<file path="config.mk">
export PLATFORM = sky130hd
export DESIGN_NAME = rtc_seconds_timekeeper
export DESIGN_NICKNAME = d
export VERILOG_FILES = /design/src/rtl/core/rtcst_pkg.sv /design/src/rtl/core/rtc_seconds_timekeeper.sv /design/src/rtl/core/rtcst_tick_scale.sv
export SDC_FILE = /design/constraint.sdc
export NUM_CORES = 2
export LEC_CHECK = 0
export BUFFER_PORTS_ARGS = -buffer_cell sky130_fd_sc_hd__buf_4
export CELL_PAD_IN_SITES_DETAIL_PLACEMENT = 0
export CELL_PAD_IN_SITES_GLOBAL_PLACEMENT = 1
export CORE_MARGIN = 3
export CORE_UTILIZATION = 30
export DETAILED_ROUTE_END_ITERATION = 12
export PLACE_DENSITY = 0.52
export RECOVER_POWER = 100
export SLEW_MARGIN = 10
export SYNTH_ARGS = -nofsm -noshare
export SYNTH_HDL_FRONTEND = slang
export SYNTH_SLANG_ARGS = --single-unit
</file>
<file path="constraint.sdc">
create_clock -name clk -period 8.75 [get_ports clk]
set_clock_uncertainty 0.15 [all_clocks]
set_input_delay 0.875 -clock clk [delete_from_list [all_inputs] [get_ports clk]]
set_output_delay 0.875 -clock clk [all_outputs]
set_load 0.005 [all_outputs]
</file>
<file path="src/rtl/core/rtcst_pkg.sv">
package rtcst_pkg;

  localparam int COUNTER_BITS_DEF     = 24;
  localparam int TICKS_PER_SECOND_DEF = 32768;
  localparam int SETTLE_TICKS         = 5;
  localparam int MILLIS_PER_SECOND    = 1000;

  // stages from the input register up to the one that feeds the result register
  localparam int PIPE_STAGES = 6;

  localparam logic [2:0] KIND_TICK  = 3'd0;
  localparam logic [2:0] KIND_SET   = 3'd1;
  localparam logic [2:0] KIND_QUERY = 3'd2;
  localparam logic [2:0] KIND_ARM   = 3'd3;
  localparam logic [2:0] KIND_CHECK = 3'd4;

  typedef struct packed {
    logic [2:0]  kind;
    logic [31:0] new_seconds;
    logic [31:0] expiry_stamp;
    logic [31:0] wait_ticks_in;
  } item_t;

  typedef logic [PIPE_STAGES-1:0] stage_en_t;

endpackage

</file>
<file path="src/rtl/core/rtc_seconds_timekeeper.sv">
// Unix seconds timekeeper driven by tick items from a 32 kHz source.
// Input channel: in_valid/in_stall with kind and its operands; one item is
// transferred at each edge with in_valid high and in_stall low. Kind 0 is a
// tick, 1 loads the seconds (stepping then holds for five ticks), 2 queries,
// 3 converts a wait in microseconds to ticks and an expiry stamp, 4 checks
// an expiry stamp. Codes 5 to 7 behave as a query.
// Output channel: out_valid/out_stall, exactly one result per item, in order.
// The microsecond-to-tick conversion pipeline sets the pipeline depth.
// Throughput is one item per cycle while out_stall lets results go, the
// time state updating in the last stage before the result register.
// When out_stall holds a result, the stages behind it keep filling and the
// input keeps taking items until every stage is occupied; only then does
// in_stall rise. Nothing is dropped or repeated.
// Reset (rst, synchronous) empties the pipeline, clears the seconds and the
// tick count, and places the second compare one second ahead.
module rtc_seconds_timekeeper #(
  parameter int COUNTER_BITS     = rtcst_pkg::COUNTER_BITS_DEF,
  parameter int TICKS_PER_SECOND = rtcst_pkg::TICKS_PER_SECOND_DEF
) (
  input  logic        clk,
  input  logic        rst,
  input  logic        in_valid,
  output logic        in_stall,
  input  logic [2:0]  kind,
  input  logic [31:0] new_seconds,
  input  logic [31:0] wait_us,
  input  logic [31:0] expiry_stamp,
  input  logic [31:0] wait_ticks_in,
  output logic        out_valid,
  input  logic        out_stall,
  output logic [31:0] seconds,
  output logic [31:0] tick_count,
  output logic [31:0] millis,
  output logic [31:0] expiry_out,
  output logic [31:0] wait_ticks_out,
  output logic        expired
);

  localparam int NS         = rtcst_pkg::PIPE_STAGES;
  localparam int R_W        = $clog2(TICKS_PER_SECOND + 1);
  localparam int STEP_WHOLE = rtcst_pkg::MILLIS_PER_SECOND / TICKS_PER_SECOND;
  localparam int STEP_FRAC  = rtcst_pkg::MILLIS_PER_SECOND % TICKS_PER_SECOND;

  localparam logic [COUNTER_BITS-1:0] TPS_CNT    = COUNTER_BITS'(TICKS_PER_SECOND);
  localparam logic [COUNTER_BITS-1:0] SETTLE_CNT = COUNTER_BITS'(rtcst_pkg::SETTLE_TICKS);
  localparam logic [R_W-1:0]          SUB_LAST   = R_W'(TICKS_PER_SECOND - 1);
  localparam logic [R_W:0]            TPS_REM    = (R_W + 1)'(TICKS_PER_SECOND);
  localparam logic [R_W:0]            FRAC_STEP  = (R_W + 1)'(STEP_FRAC);
  localparam logic [9:0]              WHOLE_STEP = 10'(STEP_WHOLE);

  // pipeline occupancy and flow
  logic [NS-1:0]        occ;
  logic [NS:0]          rdy;
  rtcst_pkg::stage_en_t ld;
  rtcst_pkg::item_t     item_q [NS];
  rtcst_pkg::item_t     cur;
  logic [31:0]          wticks;
  logic                 fire;

  // time state
  logic [31:0]             secs, secs_next;
  logic [31:0]             roll, roll_next;
  logic [COUNTER_BITS-1:0] cnt, cnt_next;
  logic [COUNTER_BITS-1:0] scmp, scmp_next;
  logic [COUNTER_BITS-1:0] stcmp, stcmp_next;
  logic                    armed, armed_next;
  logic                    sec_pend, sec_pend_next;
  logic                    set_pend, set_pend_next;
  logic                    hold, hold_next;

  // extended count kept as whole seconds times 1000 plus a millisecond fraction:
  // sub_cnt * 1000 = frac * tps + frac_rem
  logic [31:0]    ms_base, ms_base_next;
  logic [R_W-1:0] sub_cnt, sub_cnt_next;
  logic [9:0]     frac, frac_next;
  logic [R_W-1:0] frac_rem, frac_rem_next;

  logic [COUNTER_BITS-1:0] cnt_inc;
  logic [R_W:0]            rem_sum;
  logic [31:0]             now;
  logic [31:0]             left;

  always_comb begin
    rdy[NS] = !out_valid || !out_stall;
    for (int k = NS - 1; k >= 0; k--) begin
      rdy[k] = !occ[k] || rdy[k+1];
    end
  end

  assign ld       = rdy[NS-1:0];
  assign in_stall = !rdy[0];
  assign cur      = item_q[NS-1];
  assign fire     = occ[NS-1] && rdy[NS];

  always_ff @(posedge clk) begin
    if (rst) begin
      occ <= '0;
    end else begin
      if (rdy[0]) begin
        occ[0] <= in_valid;
      end
      for (int k = 1; k < NS; k++) begin
        if (rdy[k]) begin
          occ[k] <= occ[k-1];
        end
      end
    end
  end

  always_ff @(posedge clk) begin
    if (rdy[0]) begin
      item_q[0] <= '{kind: kind, new_seconds: new_seconds,
                     expiry_stamp: expiry_stamp, wait_ticks_in: wait_ticks_in};
    end
    for (int k = 1; k < NS; k++) begin
      if (rdy[k]) begin
        item_q[k] <= item_q[k-1];
      end
    end
  end

  rtcst_tick_scale #(
    .TICKS_PER_SECOND(TICKS_PER_SECOND)
  ) u_scale (
    .clk        (clk),
    .ld         (ld),
    .wait_us    (wait_us),
    .wait_ticks (wticks)
  );

  assign cnt_inc = cnt + 1'b1;
  assign rem_sum = {1'b0, frac_rem} + FRAC_STEP;

  always_comb begin
    secs_next     = secs;
    roll_next     = roll;
    cnt_next      = cnt;
    scmp_next     = scmp;
    stcmp_next    = stcmp;
    armed_next    = armed;
    sec_pend_next = sec_pend;
    set_pend_next = set_pend;
    hold_next     = hold;
    ms_base_next  = ms_base;
    sub_cnt_next  = sub_cnt;
    frac_next     = frac;
    frac_rem_next = frac_rem;
    case (cur.kind)
      rtcst_pkg::KIND_TICK: begin
        cnt_next = cnt_inc;
        if (cnt_inc == '0) begin
          roll_next = roll + 32'd1;
        end
        if (cnt_inc == scmp) begin
          sec_pend_next = 1'b1;
        end
        if (armed && cnt_inc == stcmp) begin
          set_pend_next = 1'b1;
        end
        if (hold) begin
          if (set_pend_next) begin
            set_pend_next = 1'b0;
            sec_pend_next = 1'b0;
            armed_next    = 1'b0;
            hold_next     = 1'b0;
          end
        end else if (sec_pend_next) begin
          secs_next     = secs + 32'd1;
          sec_pend_next = 1'b0;
          scmp_next     = scmp + TPS_CNT;
        end
        // extended count wrapping to zero restarts the millisecond count
        if (cnt_inc == '0 && roll == '1) begin
          ms_base_next  = '0;
          sub_cnt_next  = '0;
          frac_next     = '0;
          frac_rem_next = '0;
        end else if (sub_cnt == SUB_LAST) begin
          ms_base_next  = ms_base + 32'(rtcst_pkg::MILLIS_PER_SECOND);
          sub_cnt_next  = '0;
          frac_next     = '0;
          frac_rem_next = '0;
        end else begin
          sub_cnt_next = sub_cnt + 1'b1;
          if (rem_sum >= TPS_REM) begin
            frac_rem_next = R_W'(rem_sum - TPS_REM);
            frac_next     = frac + WHOLE_STEP + 10'd1;
          end else begin
            frac_rem_next = R_W'(rem_sum);
            frac_next     = frac + WHOLE_STEP;
          end
        end
      end
      rtcst_pkg::KIND_SET: begin
        hold_next  = 1'b1;
        scmp_next  = cnt + TPS_CNT;
        stcmp_next = cnt + SETTLE_CNT;
        armed_next = 1'b1;
        secs_next  = cur.new_seconds;
      end
      default: begin
      end
    endcase
  end

  assign now  = 32'({roll_next, cnt_next});
  assign left = cur.expiry_stamp - now;

  always_ff @(posedge clk) begin
    if (rst) begin
      secs     <= '0;
      roll     <= '0;
      cnt      <= '0;
      scmp     <= TPS_CNT;
      stcmp    <= '0;
      armed    <= 1'b0;
      sec_pend <= 1'b0;
      set_pend <= 1'b0;
      hold     <= 1'b0;
      ms_base  <= '0;
      sub_cnt  <= '0;
      frac     <= '0;
      frac_rem <= '0;
    end else if (fire) begin
      secs     <= secs_next;
      roll     <= roll_next;
      cnt      <= cnt_next;
      scmp     <= scmp_next;
      stcmp    <= stcmp_next;
      armed    <= armed_next;
      sec_pend <= sec_pend_next;
      set_pend <= set_pend_next;
      hold     <= hold_next;
      ms_base  <= ms_base_next;
      sub_cnt  <= sub_cnt_next;
      frac     <= frac_next;
      frac_rem <= frac_rem_next;
    end
  end

  always_ff @(posedge clk) begin
    if (rst) begin
      out_valid <= 1'b0;
    end else if (rdy[NS]) begin
      out_valid <= occ[NS-1];
    end
  end

  always_ff @(posedge clk) begin
    if (fire) begin
      seconds        <= secs_next;
      tick_count     <= now;
      millis         <= ms_base_next + 32'(frac_next);
      expiry_out     <= (cur.kind == rtcst_pkg::KIND_ARM) ? now + wticks : 32'd0;
      wait_ticks_out <= (cur.kind == rtcst_pkg::KIND_ARM) ? wticks : 32'd0;
      expired        <= (cur.kind == rtcst_pkg::KIND_CHECK) && (cur.wait_ticks_in != 32'd0)
                        && (left > cur.wait_ticks_in);
    end
  end

endmodule

</file>
<file path="src/rtl/core/rtcst_tick_scale.sv">
module rtcst_tick_scale #(
  parameter int TICKS_PER_SECOND = rtcst_pkg::TICKS_PER_SECOND_DEF
) (
  input  logic                  clk,
  input  rtcst_pkg::stage_en_t  ld,
  input  logic [31:0]           wait_us,
  output logic [31:0]           wait_ticks
);

  // wait_us * tps / 1e6 = ((wait_us * tps) >> 6) / 15625
  localparam int          DIVISOR = 15625;
  localparam logic [16:0] TPS     = 17'(TICKS_PER_SECOND);
  localparam logic [29:0] RECIP_M = 30'((64'd1 << 43) / 64'd15625);

  logic [31:0] w;
  logic [48:0] p;
  logic [42:0] x2;
  logic [50:0] ph;
  logic [51:0] pl;
  logic [42:0] x3;
  logic [29:0] q3;
  logic [42:0] x4;
  logic [29:0] q4;
  logic [43:0] prod;
  logic [72:0] recip_sum;
  logic [43:0] resid;

  assign recip_sum = {ph, 22'd0} + 73'(pl);
  assign resid     = {1'b0, x4} - prod;

  always_ff @(posedge clk) begin
    if (ld[0]) begin
      w <= wait_us;
    end
    if (ld[1]) begin
      p <= 49'(w) * 49'(TPS);
    end
    // reciprocal product split in two halves of x
    if (ld[2]) begin
      x2 <= p[48:6];
      ph <= 51'(p[48:28]) * 51'(RECIP_M);
      pl <= 52'(p[27:6]) * 52'(RECIP_M);
    end
    // estimate is the quotient or one short of it
    if (ld[3]) begin
      x3 <= x2;
      q3 <= recip_sum[72:43];
    end
    if (ld[4]) begin
      x4   <= x3;
      q4   <= q3;
      prod <= 44'(q3) * 44'(DIVISOR);
    end
    if (ld[5]) begin
      wait_ticks <= 32'(q4) + ((resid >= 44'(DIVISOR)) ? 32'd1 : 32'd0);
    end
  end

endmodule

</file>
=== Yosys cells after proc, flatten, opt, wreduce, memory -nomap -nowiden ===
Memory sizes are Yosys's and may differ from the RTL's.
Cells that the tools add are included.

* Add/subtract/negate cells: 17
* $mul: 3
* Magnitude comparators: 3
* Equality and inequality tests: 11
* Muxes and demuxes: 47
* Reductions and logical operators: 31

{| class="wikitable"
|+ Operators with widths
! kind !! number
|-
| 2-to-1 mux 32 bit || 5
|-
| 2-to-1 mux 16 bit || 5
|-
| adder 73 x 52 -> 73 bit || 1
|-
| 2-to-1 mux 24 bit || 3
|-
| adder 32 x 1 -> 32 bit (second input constant) || 2
|-
| case mux 32 bit (2 select lines) || 1
|-
| multiplier 19 x 30 -> 49 bit (second input constant) || 1
|-
| adder 24 x 16 -> 24 bit (second input constant) || 2
|-
| == test 24 bit || 2
|-
| case mux 24 bit (2 select lines) || 1
|-
| >= comparator 44 x 14 -> 1 bit (second input constant) || 1
|-
| multiplier 30 x 14 -> 44 bit (second input constant) || 1
|-
| subtractor 41 x 44 -> 44 bit || 1
|-
| multiplier 13 x 30 -> 43 bit (second input constant) || 1
|-
| 2-to-1 mux 10 bit || 4
|-
| adder 30 x 32 -> 32 bit || 1
|-
| adder 32 x 10 -> 32 bit || 1
|-
| adder 32 x 10 -> 32 bit (second input constant) || 1
|-
| adder 32 bit || 1
|-
| == test 32 bit (second input constant) || 1
|-
| > comparator 32 bit || 1
|-
| nonzero test 32 bit || 1
|-
| subtractor 32 bit || 1
|-
| adder 24 x 1 -> 24 bit (second input constant) || 1
|-
| other kinds (24) || 72
|}

* Flip-flop bits (word level): 772
* Memory bits (writable): 594
* Input bits: 135
* Output and inout bits: 163
* Memories kept: 1

{| class="wikitable"
|+ Memories
! memory !! depth !! bits a word !! rd ports !! clocked after memory_dff !! write ports !! line !! text
|-
| item_q || 6 || 99 || 6 || 0 || 6 || rtc_seconds_timekeeper.sv:55 || <nowiki>rtcst_pkg::item_t item_q [NS];</nowiki>
|}

=== Depth between registers and ports, before layout ===
* Word-level depth: 10
* Mapped depth: 32
* Gate-level depth less buffers: 30

=== By module ===
Synthesis repeated with hierarchy kept, for this count alone.

* Cell total of the unflattened synthesis: 6345
* Area total of the unflattened synthesis: 75752.7 um^2

{| class="wikitable"
|+ By module, submodules not included
! module !! times used !! cells each !! area an instance (um^2)
|-
| rtc_seconds_timekeeper || 1 || 3516 || 42520.8
|-
| rtcst_tick_scale || 1 || 2829 || 33231.9
|}

=== Worst setup path before layout ===
Ideal clock, no wire load.

* Path kind: input -> register
* From: input port out_stall
* To: memory item_q[0][0] (netlist bit) (enable)
* Data arrival time: 5.048 ns
* Path slack: 1.813 ns
* Cell stages on the path: 4
* Buffers on the path: 1
* Path through: and3_1 -> and3_1 -> clkbuf_1 -> nand4_1

{| class="wikitable"
|+ RTL lines
! item !! line !! text
|-
| from (decl) || rtc_seconds_timekeeper.sv:30 || <nowiki>input logic out_stall,</nowiki>
|-
| to (decl) || rtc_seconds_timekeeper.sv:55 ||
|}

=== Final worst setup path ===
* From: register cnt[0]
* To: register millis[22], data pin

* Cells in the longest elaborated chain, start to end: 6
* Elaborated cells on any way between the ends: 8

{| class="wikitable"
|+ Ends and longest elaborated chain
! item !! line !! text
|-
| from (decl) || rtc_seconds_timekeeper.sv:63 || <nowiki>logic [COUNTER_BITS-1:0] cnt, cnt_next;</nowiki>
|-
| from (signal assigned) || rtc_seconds_timekeeper.sv:227 || <nowiki>cnt <= cnt_next;</nowiki>
|-
| adder 24 x 1 -> 24 bit || rtc_seconds_timekeeper.sv:131 || <nowiki>assign cnt_inc = cnt + 1'b1;</nowiki>
|-
| zero test 24 bit || rtc_seconds_timekeeper.sv:173 || <nowiki>if (cnt_inc == '0 && roll == '1) begin</nowiki>
|-
| logical AND 1 bit || rtc_seconds_timekeeper.sv:173 ||
|-
| 2-to-1 mux 10 bit || rtc_seconds_timekeeper.sv:173 ||
|-
| 2-to-1 mux 10 bit || rtc_seconds_timekeeper.sv:148 || <nowiki>case (cur.kind)</nowiki>
|-
| net frac_next[3] || rtc_seconds_timekeeper.sv:75 || <nowiki>logic [9:0] frac, frac_next;</nowiki>
|-
| adder 32 x 10 -> 32 bit || rtc_seconds_timekeeper.sv:253 || <nowiki>millis <= ms_base_next + 32'(frac_next);</nowiki>
|-
| to (signal assigned) || rtc_seconds_timekeeper.sv:253 ||
|-
| to (decl) || rtc_seconds_timekeeper.sv:33 || <nowiki>output logic [31:0] millis,</nowiki>
|}

The timed path passes the listed nets, and every way through them passes these cells.
A chain may end at the register's enable or synchronous reset.

==> out/summary.txt <==
Final setup vio count: 0
GR Util All Layers: 16.2%
R2R depth: 25
Setup TNS Final: 0 ps
R2R setup slack: 680 ps
Critical path peak fanout: 21
Drt drc: 0
Area grow syn2layout: 15.1%
GR Overflow Total: 0
Port buffer count: 295
End of the worst hold path: item_q[0][81]
Critical path endpoint category: register
Drt total wl: 208000 um
Max-Cap Viols: 23
DRT iter0 DRCs: 2898
Vias: 47.1k
Register area share after synthesis: 50.7%
Synth Flop Type: edfxtp_1
Clock tree buffer depth: 3
Met1 GRT Util: 21.4%
Worst-path clk slew: 70 ps
Met2 Usage GRT: 27.8%
Area of the mapped netlist: 74600 um^2
Worst EP arrival: 8460 ps
Tmin final: 8070 ps
WL per Instance: 20.7 um
Nets@finish: 7710
Clk Latency, worst-skew pair: 820 ps
Final worst-path cycle share: 92.2%
RSZ-0062 raised after global routing: no
First-pass DRT Iterations: 6
F_max: 0.124 GHz
Hold WC Path Type: input pin to register
Initial antenna violation count: 8
Share of cells above drive strength 1: 8.41%
Startpoint types: register
Final Wtd Congestion: 0.869
CTS Sinks: 1333
First-pass GRT wire length: 313000 um
Synth Instances: 6234
Met3 Use GR: 2.13%
Root buf cell: clkbuf_16
Yosys warning total: 0
DP HPWL: 157000 um
Failing checks: capacitance limit, slew limit
Library cells used by synthesis: 101
Die Footprint: 255000 um^2
Async SR Flop Fraction: 0%
Yosys reg bits: 1333
Setup CP Type: register to register
Post-synth EDFFs: 1115
Die height: 505 um
Starting Density: 30.2%
Hold Crit Start: new_seconds[17]
Vias in the first global route: 48.8k
Pins Over Slew Limit: 1477
Reg-to-reg critical path endpoint: millis[22]
Core footprint: 247000 um^2
Postcts setup bufs: 0
Pin count of the biggest net entering global routing: 190
Htree depth: 4
Status: finished, violations left
Top-level port count: 298
CTS Buf Count: 158
Least-Margin Pin Slew: 4830 ps
Reg2reg start: cnt[0]
Hold Vio Cnt, Final: 0
Num rows: 182
Worst EP required: 9140 ps
Die X: 505 um
Gr busiest metal: met2
Worst Hold Depth: 1
Vias per cell: 4.69
CTS tree: yes
Syn_area_per_cell: 12.0 um^2
Post-route ant nets: 0
Slew headroom: -222%
-- per-layer routing --
layer	wire length, um	part of all wire (%)	vias to the layer above
li1	-	-	22793
met2	102000	49	884
met5	0	0	-
met4	5590	2.7	0
met3	7100	3.4	245
met1	92700	45	23160
-- worst max path at each step --
stage | from | to | slack [ps] | cells past startpoint
2_1_floorplan | out_stall | item_q[0][0] | 1810 | 4
3_5_place_dp | cnt[0] | millis[22] | 730 | 24
4_1_cts | cnt[0] | millis[22] | 700 | 24
6_report | cnt[0] | millis[22] | 680 | 25
5_1_grt | cnt[0] | millis[24] | 20 | 25
3_3_place_gp | cnt[0] | millis[22] | 850 | 24
-- metrics by stage --
step	instances	setup slack [ps]	area [um^2]	utilization (%)	hold WS, ps
final	10029	681	85800	34.8	114
after floorplan	6235	1810	74600	-	250
after global placement	9732	845	80800	32.8	252
after global routing	10028	20.1	85800	34.8	43.8
after CTS	10027	703	86400	35.0	1.07
after detailed placement	9732	727	80800	32.8	255
-- state kept, by name, summed over array words and instances, names as in the netlist, 32 cells and up --
signal / count
item_q: 594
expiry_out: 32
u_scale.ph: 43
tick_count: 32
u_scale.x3: 32
u_scale.p: 32
u_scale.prod: 44
seconds: 32
u_scale.x2: 32
u_scale.x4: 32
millis: 32
roll: 32
secs: 32
u_scale.w: 32
ms_base: 32
-- critical path, cell delays in order, from the launching register on --
cell	delay (ps)
dfxtp_1	640
ha_1	440
nand4_2	300
nor4_2	300
buf_4	250
nand4_1	190
xor2_1	460
nand2_1	80
or4_1	520
nor4_1	370
buf_4	230
or2_2	170
buf_4	270
nor2_1	90
o21ai_0	150
o31ai_1	130
ha_1	350
a21oi_1	110
o21bai_1	190
a2111oi_0	170
o31ai_1	600
nand2b_1	290
o41ai_2	680
nand2_1	240
nor4_1	340
xor2_1	110
-- repair_timing --
action                                 in CTS  in global routing
endpoints found under the hold margin       1                  0
resized for setup                           0                  0
hold buffers                                1                  0
-- cell type report --
cell class | instances | area, um^2
well taps | 3312 | 4140
fillers | 24515 | 161000
clock buffers | 190 | 4150
repair buffers | 348 | 2240
diodes | 2 | 5.00
clock inverters | 104 | 1400
multi-input cells | 3999 | 33300
inverters | 741 | 2790
flip-flops and latches | 1333 | 37800
-- logic make-up after synthesis --
logic type | after synthesis | synth area share [%]
other | 1 | 0.00503
multiplexers | 18 | 0.255
flip-flops | 1333 | 50.7
AO/OA/AOI/OAI | 1052 | 8.95
adder cells (fa/ha/maj) | 994 | 20.5
AND/OR/NAND/NOR | 1530 | 10.1
buffers and inverters | 903 | 4.61
XOR/XNOR | 403 | 4.77
-- synthesized netlist by cell type (all sizes together) (49+ instances only) --
master	count	share of area [%]
dfxtp	218	5.9
ha	611	10
xnor2	225	2.6
fa	383	10
inv	740	3.7
a21o	91	0.92
a211oi	57	0.57
xor2	176	2.1
nor4	49	0.44
nor2	411	2.1
nand4	80	0.71
and3	65	0.55
and2	67	0.56
nor3	90	0.60
or3	64	0.54
a21oi	343	2.3
clkbuf	128	0.65
nand3	164	1.1
nand2	356	1.8
edfxtp	1115	45
o21ai	238	1.6
-- cells in the final DEF, fill, tap and decap left out, types with 164 or more instances in the layout --
master	count
nand3_1	164
nor2_1	404
xnor2_1	225
ha_1	611
nand2_1	356
dfxtp_1	218
clkbuf_4	216
inv_1	738
fa_1	383
edfxtp_1	1115
o21ai_0	236
xor2_1	176
a21oi_1	342
Power is left out: the tool's default activity adds up to more than one toggle a clock period on the data nets, which glitch-free logic cannot reach.
